[src/rtl/isl_pkg.sv]
// Shared types and constants for the indexed sequence list.
// Operation and status codes, store sizing, and the controller command struct.
`default_nettype none

package isl_pkg;

  // Store sizing.
  localparam int CAPACITY = 16;
  localparam int IDX_W    = $clog2(CAPACITY);
  localparam int CNT_W    = $clog2(CAPACITY + 1);

  // Fixed widths of the word fields.
  localparam int OP_W     = 3;
  localparam int POS_W    = 5;
  localparam int WORD_W   = 32;
  localparam int STAT_W   = 2;
  localparam int COUNT_W  = 5;

  // Common width for comparing a position against the element count.
  localparam int CMP_W    = (CNT_W > POS_W) ? CNT_W : POS_W;

  // Operation codes.
  localparam logic [OP_W-1:0] OP_ADD_FRONT  = 3'd0;
  localparam logic [OP_W-1:0] OP_ADD_BACK   = 3'd1;
  localparam logic [OP_W-1:0] OP_TAKE_FRONT = 3'd2;
  localparam logic [OP_W-1:0] OP_TAKE_BACK  = 3'd3;
  localparam logic [OP_W-1:0] OP_INSERT     = 3'd4;
  localparam logic [OP_W-1:0] OP_ERASE      = 3'd5;
  localparam logic [OP_W-1:0] OP_READ       = 3'd6;

  // Result status codes.
  localparam logic [STAT_W-1:0] ST_DONE    = 2'd0;
  localparam logic [STAT_W-1:0] ST_IGNORED = 2'd1;
  localparam logic [STAT_W-1:0] ST_FULL    = 2'd2;

  // Commands from the controller to the datapath.
  typedef struct packed {
    logic load;  // capture the input word into the operand registers
    logic exec;  // perform the held operation and load the result registers
  } isl_cmd_t;

endpackage

`default_nettype wire

[src/rtl/isl_ctrl.sv]
// Controller for the indexed sequence list: input and output handshakes.
// Depends on isl_pkg for the command struct.
`default_nettype none

module isl_ctrl (
  input  logic              clk,
  input  logic              rst_n,
  input  logic              in_valid,
  output logic              in_stall,
  output logic              out_valid,
  input  logic              out_stall,
  output isl_pkg::isl_cmd_t cmd
);
  import isl_pkg::*;

  localparam logic S_IDLE = 1'b0;
  localparam logic S_EXEC = 1'b1;

  logic state_r, state_nxt;
  logic out_valid_r, out_valid_nxt;
  logic slot_free;

  // The result register is free when empty or being taken this cycle.
  assign slot_free = !out_valid_r || !out_stall;

  // Take a word only while idle; run it once the result register is free.
  always_comb begin
    cmd.load  = 1'b0;
    cmd.exec  = 1'b0;
    state_nxt = state_r;
    unique case (state_r)
      S_IDLE: begin
        if (in_valid) begin
          cmd.load  = 1'b1;
          state_nxt = S_EXEC;
        end
      end
      S_EXEC: begin
        if (slot_free) begin
          cmd.exec  = 1'b1;
          state_nxt = S_IDLE;
        end
      end
      default: state_nxt = S_IDLE;
    endcase
  end

  // Result valid is set by an executed word and cleared when taken.
  always_comb begin
    out_valid_nxt = out_valid_r;
    if (cmd.exec) begin
      out_valid_nxt = 1'b1;
    end else if (out_valid_r && !out_stall) begin
      out_valid_nxt = 1'b0;
    end
  end

  always_ff @(posedge clk) begin
    if (!rst_n) begin
      state_r     <= S_IDLE;
      out_valid_r <= 1'b0;
    end else begin
      state_r     <= state_nxt;
      out_valid_r <= out_valid_nxt;
    end
  end

  assign in_stall  = (state_r != S_IDLE);
  assign out_valid = out_valid_r;

`ifndef SYNTH
  // An accepted word always moves the controller to the execute state.
  a_accept_to_exec: assert property (@(posedge clk) disable iff (!rst_n)
    (in_valid && !in_stall) |=> (state_r == S_EXEC))
    else $error("accepted word did not move to execute");

  // A result is never written over one that is still waiting.
  a_no_overwrite: assert property (@(posedge clk) disable iff (!rst_n)
    cmd.exec |-> (!out_valid_r || !out_stall))
    else $error("result register overwritten");

  // Execution always produces a visible result.
  a_exec_valid: assert property (@(posedge clk) disable iff (!rst_n)
    cmd.exec |=> out_valid_r)
    else $error("execute did not raise result valid");
`endif

endmodule

`default_nettype wire

[src/rtl/isl_dp.sv]
// Datapath for the indexed sequence list: operand registers, the shifting
// chain of entries, the element count and the result registers. Uses isl_pkg.
`default_nettype none

module isl_dp (
  input  logic                                clk,
  input  logic                                rst_n,
  input  isl_pkg::isl_cmd_t                   cmd,
  input  logic [isl_pkg::OP_W-1:0]            in_operation,
  input  logic [isl_pkg::POS_W-1:0]           in_position,
  input  logic signed [isl_pkg::WORD_W-1:0]   in_word_in,
  output logic [isl_pkg::STAT_W-1:0]          out_status,
  output logic signed [isl_pkg::WORD_W-1:0]   out_word_out,
  output logic [isl_pkg::COUNT_W-1:0]         out_count
);
  import isl_pkg::*;

  // Operand registers.
  logic [OP_W-1:0]   op_r;
  logic [POS_W-1:0]  pos_r;
  logic [WORD_W-1:0] word_r;

  // Entry chain, front at entry 0, and the element count.
  logic [WORD_W-1:0] elem_r   [CAPACITY];
  logic [WORD_W-1:0] elem_nxt [CAPACITY];
  logic [CNT_W-1:0]  occ_r, occ_nxt;

  // Result registers.
  logic [STAT_W-1:0] status_r;
  logic [WORD_W-1:0] rd_r;
  logic [CNT_W-1:0]  count_r;

  logic [STAT_W-1:0] status_c;
  logic [WORD_W-1:0] rd_c;
  logic              place_c;
  logic              remove_c;
  logic [IDX_W-1:0]  idx_c;
  logic [CMP_W-1:0]  pos_cmp;
  logic [CMP_W-1:0]  occ_cmp;
  logic              full_c;
  logic              empty_c;

  assign pos_cmp = CMP_W'(pos_r);
  assign occ_cmp = CMP_W'(occ_r);
  assign full_c  = (occ_r == CNT_W'(CAPACITY));
  assign empty_c = (occ_r == '0);

  // Decode the operation into a place, a remove, or a read at one index.
  always_comb begin
    status_c = ST_DONE;
    rd_c     = '0;
    place_c  = 1'b0;
    remove_c = 1'b0;
    idx_c    = IDX_W'(pos_r);
    unique case (op_r) inside
      OP_ADD_FRONT, OP_ADD_BACK: begin
        idx_c = (op_r == OP_ADD_FRONT) ? '0 : IDX_W'(occ_r);
        if (full_c) begin
          status_c = ST_FULL;
        end else begin
          place_c = 1'b1;
        end
      end
      OP_TAKE_FRONT, OP_TAKE_BACK: begin
        idx_c = (op_r == OP_TAKE_FRONT) ? '0 : IDX_W'(occ_r - CNT_W'(1));
        if (empty_c) begin
          status_c = ST_IGNORED;
        end else begin
          remove_c = 1'b1;
        end
      end
      OP_INSERT: begin
        // The range check comes before the full check.
        if (pos_cmp > occ_cmp) begin
          status_c = ST_IGNORED;
        end else if (full_c) begin
          status_c = ST_FULL;
        end else begin
          place_c = 1'b1;
        end
      end
      OP_ERASE: begin
        if (pos_cmp >= occ_cmp) begin
          status_c = ST_IGNORED;
        end else begin
          remove_c = 1'b1;
        end
      end
      OP_READ: begin
        if (pos_cmp >= occ_cmp) begin
          status_c = ST_IGNORED;
        end else begin
          rd_c = elem_r[idx_c];
        end
      end
      default: status_c = ST_IGNORED;
    endcase
  end

  // On a place the cells past the index, on a remove the cells from the index on,
  // take their neighbor's word in parallel; entries past the count hold nothing of value, so they shift freely.
  always_comb begin
    for (int i = 0; i < CAPACITY; i++) begin
      elem_nxt[i] = elem_r[i];
    end
    if (place_c) begin
      for (int i = 1; i < CAPACITY; i++) begin
        if (IDX_W'(i) > idx_c) begin
          elem_nxt[i] = elem_r[i-1];
        end
      end
      elem_nxt[idx_c] = word_r;
    end else if (remove_c) begin
      for (int i = 0; i < CAPACITY - 1; i++) begin
        if (IDX_W'(i) >= idx_c) begin
          elem_nxt[i] = elem_r[i+1];
        end
      end
    end
  end

  // Count moves by one on a place or a remove.
  always_comb begin
    occ_nxt = occ_r;
    if (place_c) begin
      occ_nxt = occ_r + CNT_W'(1);
    end else if (remove_c) begin
      occ_nxt = occ_r - CNT_W'(1);
    end
  end

  // Payload registers: operands, entries and results.
  always_ff @(posedge clk) begin
    if (cmd.load) begin
      op_r   <= in_operation;
      pos_r  <= in_position;
      word_r <= in_word_in;
    end
    if (cmd.exec) begin
      for (int i = 0; i < CAPACITY; i++) begin
        elem_r[i] <= elem_nxt[i];
      end
      status_r <= status_c;
      rd_r     <= rd_c;
      count_r  <= occ_nxt;
    end
  end

  // Element count.
  always_ff @(posedge clk) begin
    if (!rst_n) begin
      occ_r <= '0;
    end else if (cmd.exec) begin
      occ_r <= occ_nxt;
    end
  end

  assign out_status   = status_r;
  assign out_word_out = rd_r;
  assign out_count    = COUNT_W'(count_r);

`ifndef SYNTH
  // The count never exceeds the capacity.
  a_occ_bound: assert property (@(posedge clk) disable iff (!rst_n)
    occ_r <= CNT_W'(CAPACITY))
    else $error("element count above capacity");

  // The count changes only when an operation executes.
  a_occ_hold: assert property (@(posedge clk) disable iff (!rst_n)
    !cmd.exec |=> $stable(occ_r))
    else $error("element count changed without an operation");

  // The count moves by at most one per operation.
  a_occ_step: assert property (@(posedge clk) disable iff (!rst_n)
    cmd.exec |=> (occ_r == $past(occ_r) || occ_r == $past(occ_r) + CNT_W'(1) ||
                  occ_r == $past(occ_r) - CNT_W'(1)))
    else $error("element count jumped");
`endif

endmodule

`default_nettype wire

[src/rtl/indexed_sequence_list_top.sv]
// Top level of the indexed sequence list: controller and datapath.
// Depends on isl_pkg, isl_ctrl and isl_dp.
`default_nettype none

// The block holds an ordered sequence of up to 16 signed 32-bit words and
// takes one operation per input word: push or pop at either end, insert or
// erase at a position, or read at a position. Each operation returns exactly
// one result word with a status (done, ignored, or full), the word read, and
// the element count afterward. An operation first captures the input word
// into the operand registers; then the whole chain of entries shifts in
// parallel and the result register is loaded. A new word is accepted only
// once the last one has executed; a waiting result holds off execution of
// the next word, not its acceptance. The entry store needs no clearing after
// reset.

module indexed_sequence_list_top (
  input  logic                                clk,
  input  logic                                rst_n,
  input  logic                                in_valid,
  output logic                                in_stall,
  input  logic [isl_pkg::OP_W-1:0]            in_operation,
  input  logic [isl_pkg::POS_W-1:0]           in_position,
  input  logic signed [isl_pkg::WORD_W-1:0]   in_word_in,
  output logic                                out_valid,
  input  logic                                out_stall,
  output logic [isl_pkg::STAT_W-1:0]          out_status,
  output logic signed [isl_pkg::WORD_W-1:0]   out_word_out,
  output logic [isl_pkg::COUNT_W-1:0]         out_count
);
  import isl_pkg::*;

  isl_cmd_t cmd;

  // Handshake control.
  isl_ctrl u_ctrl (
    .clk       (clk),
    .rst_n     (rst_n),
    .in_valid  (in_valid),
    .in_stall  (in_stall),
    .out_valid (out_valid),
    .out_stall (out_stall),
    .cmd       (cmd)
  );

  // Entry chain and result registers.
  isl_dp u_dp (
    .clk          (clk),
    .rst_n        (rst_n),
    .cmd          (cmd),
    .in_operation (in_operation),
    .in_position  (in_position),
    .in_word_in   (in_word_in),
    .out_status   (out_status),
    .out_word_out (out_word_out),
    .out_count    (out_count)
  );

endmodule

`default_nettype wire
[config.mk]
export PLATFORM = sky130hd
export DESIGN_NAME = indexed_sequence_list_top
export DESIGN_NICKNAME = d
export VERILOG_FILES = /design/src/rtl/isl_pkg.sv /design/src/rtl/isl_ctrl.sv /design/src/rtl/isl_dp.sv /design/src/rtl/indexed_sequence_list_top.sv
export SDC_FILE = /design/constraint.sdc
export NUM_CORES = 1
export LEC_CHECK = 0
export ABC_AREA = 1
export BUFFER_PORTS_ARGS = -buffer_cell sky130_fd_sc_hd__clkbuf_2
export CAP_MARGIN = 20
export CORE_AREA = 5 5 380 382
export CTS_CLUSTER_DIAMETER = 80
export DETAILED_ROUTE_END_ITERATION = 10
export DIE_AREA = 0 0 385 387
export PLACE_DENSITY_LB_ADDON = 0.15
export SETUP_SLACK_MARGIN = 0.3
export SLEW_MARGIN = 20
export SYNTH_ARGS = -nofsm -noshare
export SYNTH_HDL_FRONTEND = slang
export SYNTH_HIERARCHICAL = 1
export SYNTH_SLANG_ARGS = --single-unit
[constraint.sdc]
create_clock -name clk -period 4.8 [get_ports clk]
set_input_delay 0.48 -clock clk [delete_from_list [all_inputs] [get_ports clk]]
set_output_delay 0.48 -clock clk [all_outputs]
set_load 0.01 [all_outputs]
==> qor.yml <==
reg2reg_depth: 13
first_pass_iters: 6
min_path_type: "in2reg"
insertion_delay_ns: 0.67
period_share_pct: 83.2
ant_nets: 0
yosys_warnings: 6
viasPerCell: 5.09
route.detailed.drc: 0
whs_path_depth: 3
grt_overflow: 0
holdPathEnd: "u_ctrl/in_stall"
multi_input_area_sq_um: 13700
status: "finished clean"
die_w_microns: 385
synth_cells: 3961
grt_pass1_vias: 28200
fin_cells: 5869
timing.rr.start: "u_dp/occ_cmp[4]"
tightest_slew_ns: 1.29
r2r-end: "u_dp/elem_r[14][23]"
tns_ns: 0
grt_max_degree: 186
cts_tree: "yes"
coreArea_sq_um: 141000
cts_inserted_buffers: 74
crit_path_end_kind: "register"
start_kind: "register"
min_from: "in_valid"
htreeDepth: 3
critical_path_class: "reg2reg"
p_total_w: 0.0145
crit_path_max_fanout: 18
ys_types: 33
preCtsSetupSlack_ns: 0.752
place_area_sq_um: 36000
grt_util_all_layers_pct: 18.6
synth_fp_nets: 4012
synth_edf_count: 591
nFillCells: 15100
max_freq_mhz: 251
cts.sinks: 598
antenna_found_initial: 2
avgSynthCellArea_sq_um: 8.46
yosysSeqAreaShare_pct: 53.4
drt_wl_total_microns: 144000
ir_drop_mv: 0.245
drtIter0Drc: 3488
hold_viol: 0
arrival_ns: 4.29
post-cts-setup-buffer-count: 0
grt_pass1_wl_microns: 208000
syn_area_sq_um: 33500
ctsResizeCount: 0
die_area_sq_um: 149000
cts-root-buf: "clkbuf_16"
rows: 138
port_buffers: 84
routedWlPerCell_microns: 24.5
setup_viol: 0
diodes: 0
skew_ns: 0.0492
dpl.hpwl_microns: 86300
synth_flop_cell: "edfxtp_1"
maxCapViolations: 0
fp.dieH_microns: 387
cts.clk_slew.worst_paths_ns: 0.06
clockBufferDepth: 3
area_delta_synth_final_pct: 15.7
leakagePower_nw: 13.6
io_pins: 85
start_util_pct: 23.8
ys_ff_latch: 598
rsz0062_at_grt: "false"
vias: 29900
drv_slew: 0
final_nets: 3979
crit_required_ns: 5.10
place_congestion: 0.809
min_period_ns: 3.99
final-seq-area_sq_um: 17900
async_reset_ff_share_pct: 0
dpl.cell_count: 5703
layout-drive-gt1-share_pct: 9.20
reg2reg_slack_ns: 0.81
layout_setup_ws_ns: 0.808
fin_area_sq_um: 38800
slew_headroom_pct: 14.1
powerDensity_nw_per_um2: 374
[what timing repair did]
action                                  4_1_cts  5_1_grt
hold buffers                                 39        0
endpoints found under the hold margin        39        0
endpoints found under the setup margin        0        0
[report_power, final]
group | leakage, nW | switching (W) | total, W | internal, W
combinational | 6.96 | 0.00187 | 0.00250 | 0.000629
clock | 1.15 | 0.00240 | 0.00575 | 0.00335
sequential | 5.50 | 0.000156 | 0.00624 | 0.00608
total | 13.6 | 0.00442 | 0.0145 | 0.0101
[cell type report]
| cell class | count | area share [%] |
|---|---|---|
| clock inverters | 33 | 0.978 |
| inverters | 186 | 1.83 |
| well taps | 1890 | 6.10 |
| flip-flops and latches | 598 | 46.1 |
| clock buffers | 94 | 5.13 |
| multi-input cells | 2854 | 35.4 |
| repair buffers | 214 | 4.47 |
[per-layer routing]
layer	part of all wire [%]	vias up	wire (microns)	GRT usage, %
met2	45	1140	64700	29.1
li1	-	13900	-	-
met1	47	14700	67100	27.4
met5	0	-	0	0
met3	6.5	140	9350	2.40
met4	1.7	0	2430	4.05
[worst max path at each step]
stage / slack, ns / startpoint / end / depth (start not counted)
2_1_floorplan: 0.48 / u_dp/pos_cmp[0] / u_dp/elem_r[10][0] / 13
3_3_place_gp: 0.83 / u_dp/occ_cmp[4] / u_dp/elem_r[14][8] / 13
3_5_place_dp: 0.75 / u_dp/occ_cmp[4] / u_dp/elem_r[14][8] / 13
4_1_cts: 0.76 / u_dp/occ_cmp[4] / u_dp/elem_r[14][25] / 13
5_1_grt: 0.52 / u_dp/occ_cmp[4] / u_dp/elem_r[14][25] / 13
6_report: 0.81 / u_dp/occ_cmp[4] / u_dp/elem_r[14][23] / 13
[critical path, stage by stage (launching register included)]
cell     delay, ns
dfxtp_1       0.42
inv_1         0.12
ha_1          0.30
nand2_1       0.07
nor2_1        0.16
nand2_1       0.15
nand2_1       0.15
nand3_1       0.18
nand2_8       0.16
nor2_1        0.07
nor2_1        0.33
inv_1         0.41
nor2_4        0.65
buf_4         0.49
[kinds of logic (layout without fill, tap and decap cells)]
| logic type | Yosys count | in the layout | synth area share, % |
|---|---|---|---|
| XOR/XNOR | 4 | 4 | 0.105 |
| AO/OA/AOI/OAI | 916 | 916 | 15.5 |
| buffers and inverters | 509 | 527 | 6.40 |
| flip-flops | 598 | 598 | 53.4 |
| adder cells (fa/ha/maj) | 7 | 7 | 0.261 |
| AND/OR/NAND/NOR | 1927 | 1927 | 24.4 |
[sequential cells by signal, summed over array words and instances (netlist names), 2 cells and up]
| name | cells |
|---|---|
| u_dp/out_word_out | 32 |
| u_dp/out_count | 5 |
| u_dp/occ_cmp | 5 |
| u_dp/op_r | 3 |
| u_dp/pos_cmp | 5 |
| u_dp/out_status | 2 |
| u_dp/elem_r | 512 |
| u_dp/word_r | 32 |
[cell usage in the layout, fill, tap and decap left out, types with 2 or more instances in the layout]
cell           netlist  routed
a211oi_1            32      32
a21oi_1             97      93
a21oi_4              0       5
buf_12               0      19
buf_4               11      72
bufinv_16            0       8
clkbuf_1           141      16
clkbuf_16            0      76
clkbuf_2             2      84
clkbuf_8             0       2
clkinv_1             1      16
clkinv_2             0       8
clkinv_4             0       2
clkinvlp_4           0       2
dfxtp_1              7       7
dlygate4sd3_1        0      39
edfxtp_1           591     591
ha_1                 7       7
inv_1              138     134
inv_2               46      45
nand2_1            915     913
nand2_2              6       5
nand2_4              0       2
nand3_1            563     562
nand3_2              1       2
nand4_1             66      66
nor2_1             360     349
nor2_2              11       2
nor2_4               3      23
nor3_1               2       2
o211ai_1           181     181
o21ai_0            533     533
o21ai_1             34      34
o21ai_2              4       2
o21ai_4              0       2
o22ai_1             32      32
xor2_1               4       4
[cell usage after synthesis (3+ instances only)]
cell type    n  area share, %
edfxtp_1   591             53
buf_4       11           0.25
clkbuf_1   141            1.6
a211oi_1    32           0.72
buf_1       28           0.31
nand2_1    915             10
dfxtp_1      7           0.42
o21ai_0    533            8.0
ha_1         7           0.26
o21ai_2      4           0.10
xor2_1       4           0.10
nand4_1     66            1.2
buf_2      139            2.1
inv_1      138            1.5
a21oi_1     97            1.4
nor2_1     360            4.0
nor2_2      11           0.21
o21ai_1     34           0.51
nand3_1    563            8.4
nand2_2      6           0.11
o22ai_1     32           0.60
nor2_4       3           0.10
inv_2       46           0.52
o211ai_1   181            4.1
[through the flow]
stage	utilization, %	hold slack, ns
final	27.6	0.119
after global routing	27.6	0.140
after CTS	27.6	0.0671
after detailed placement	25.6	0.523
after global placement	25.6	0.507
after floorplan	-	0.507
Note: power is estimated with default switching activity, not from simulation.
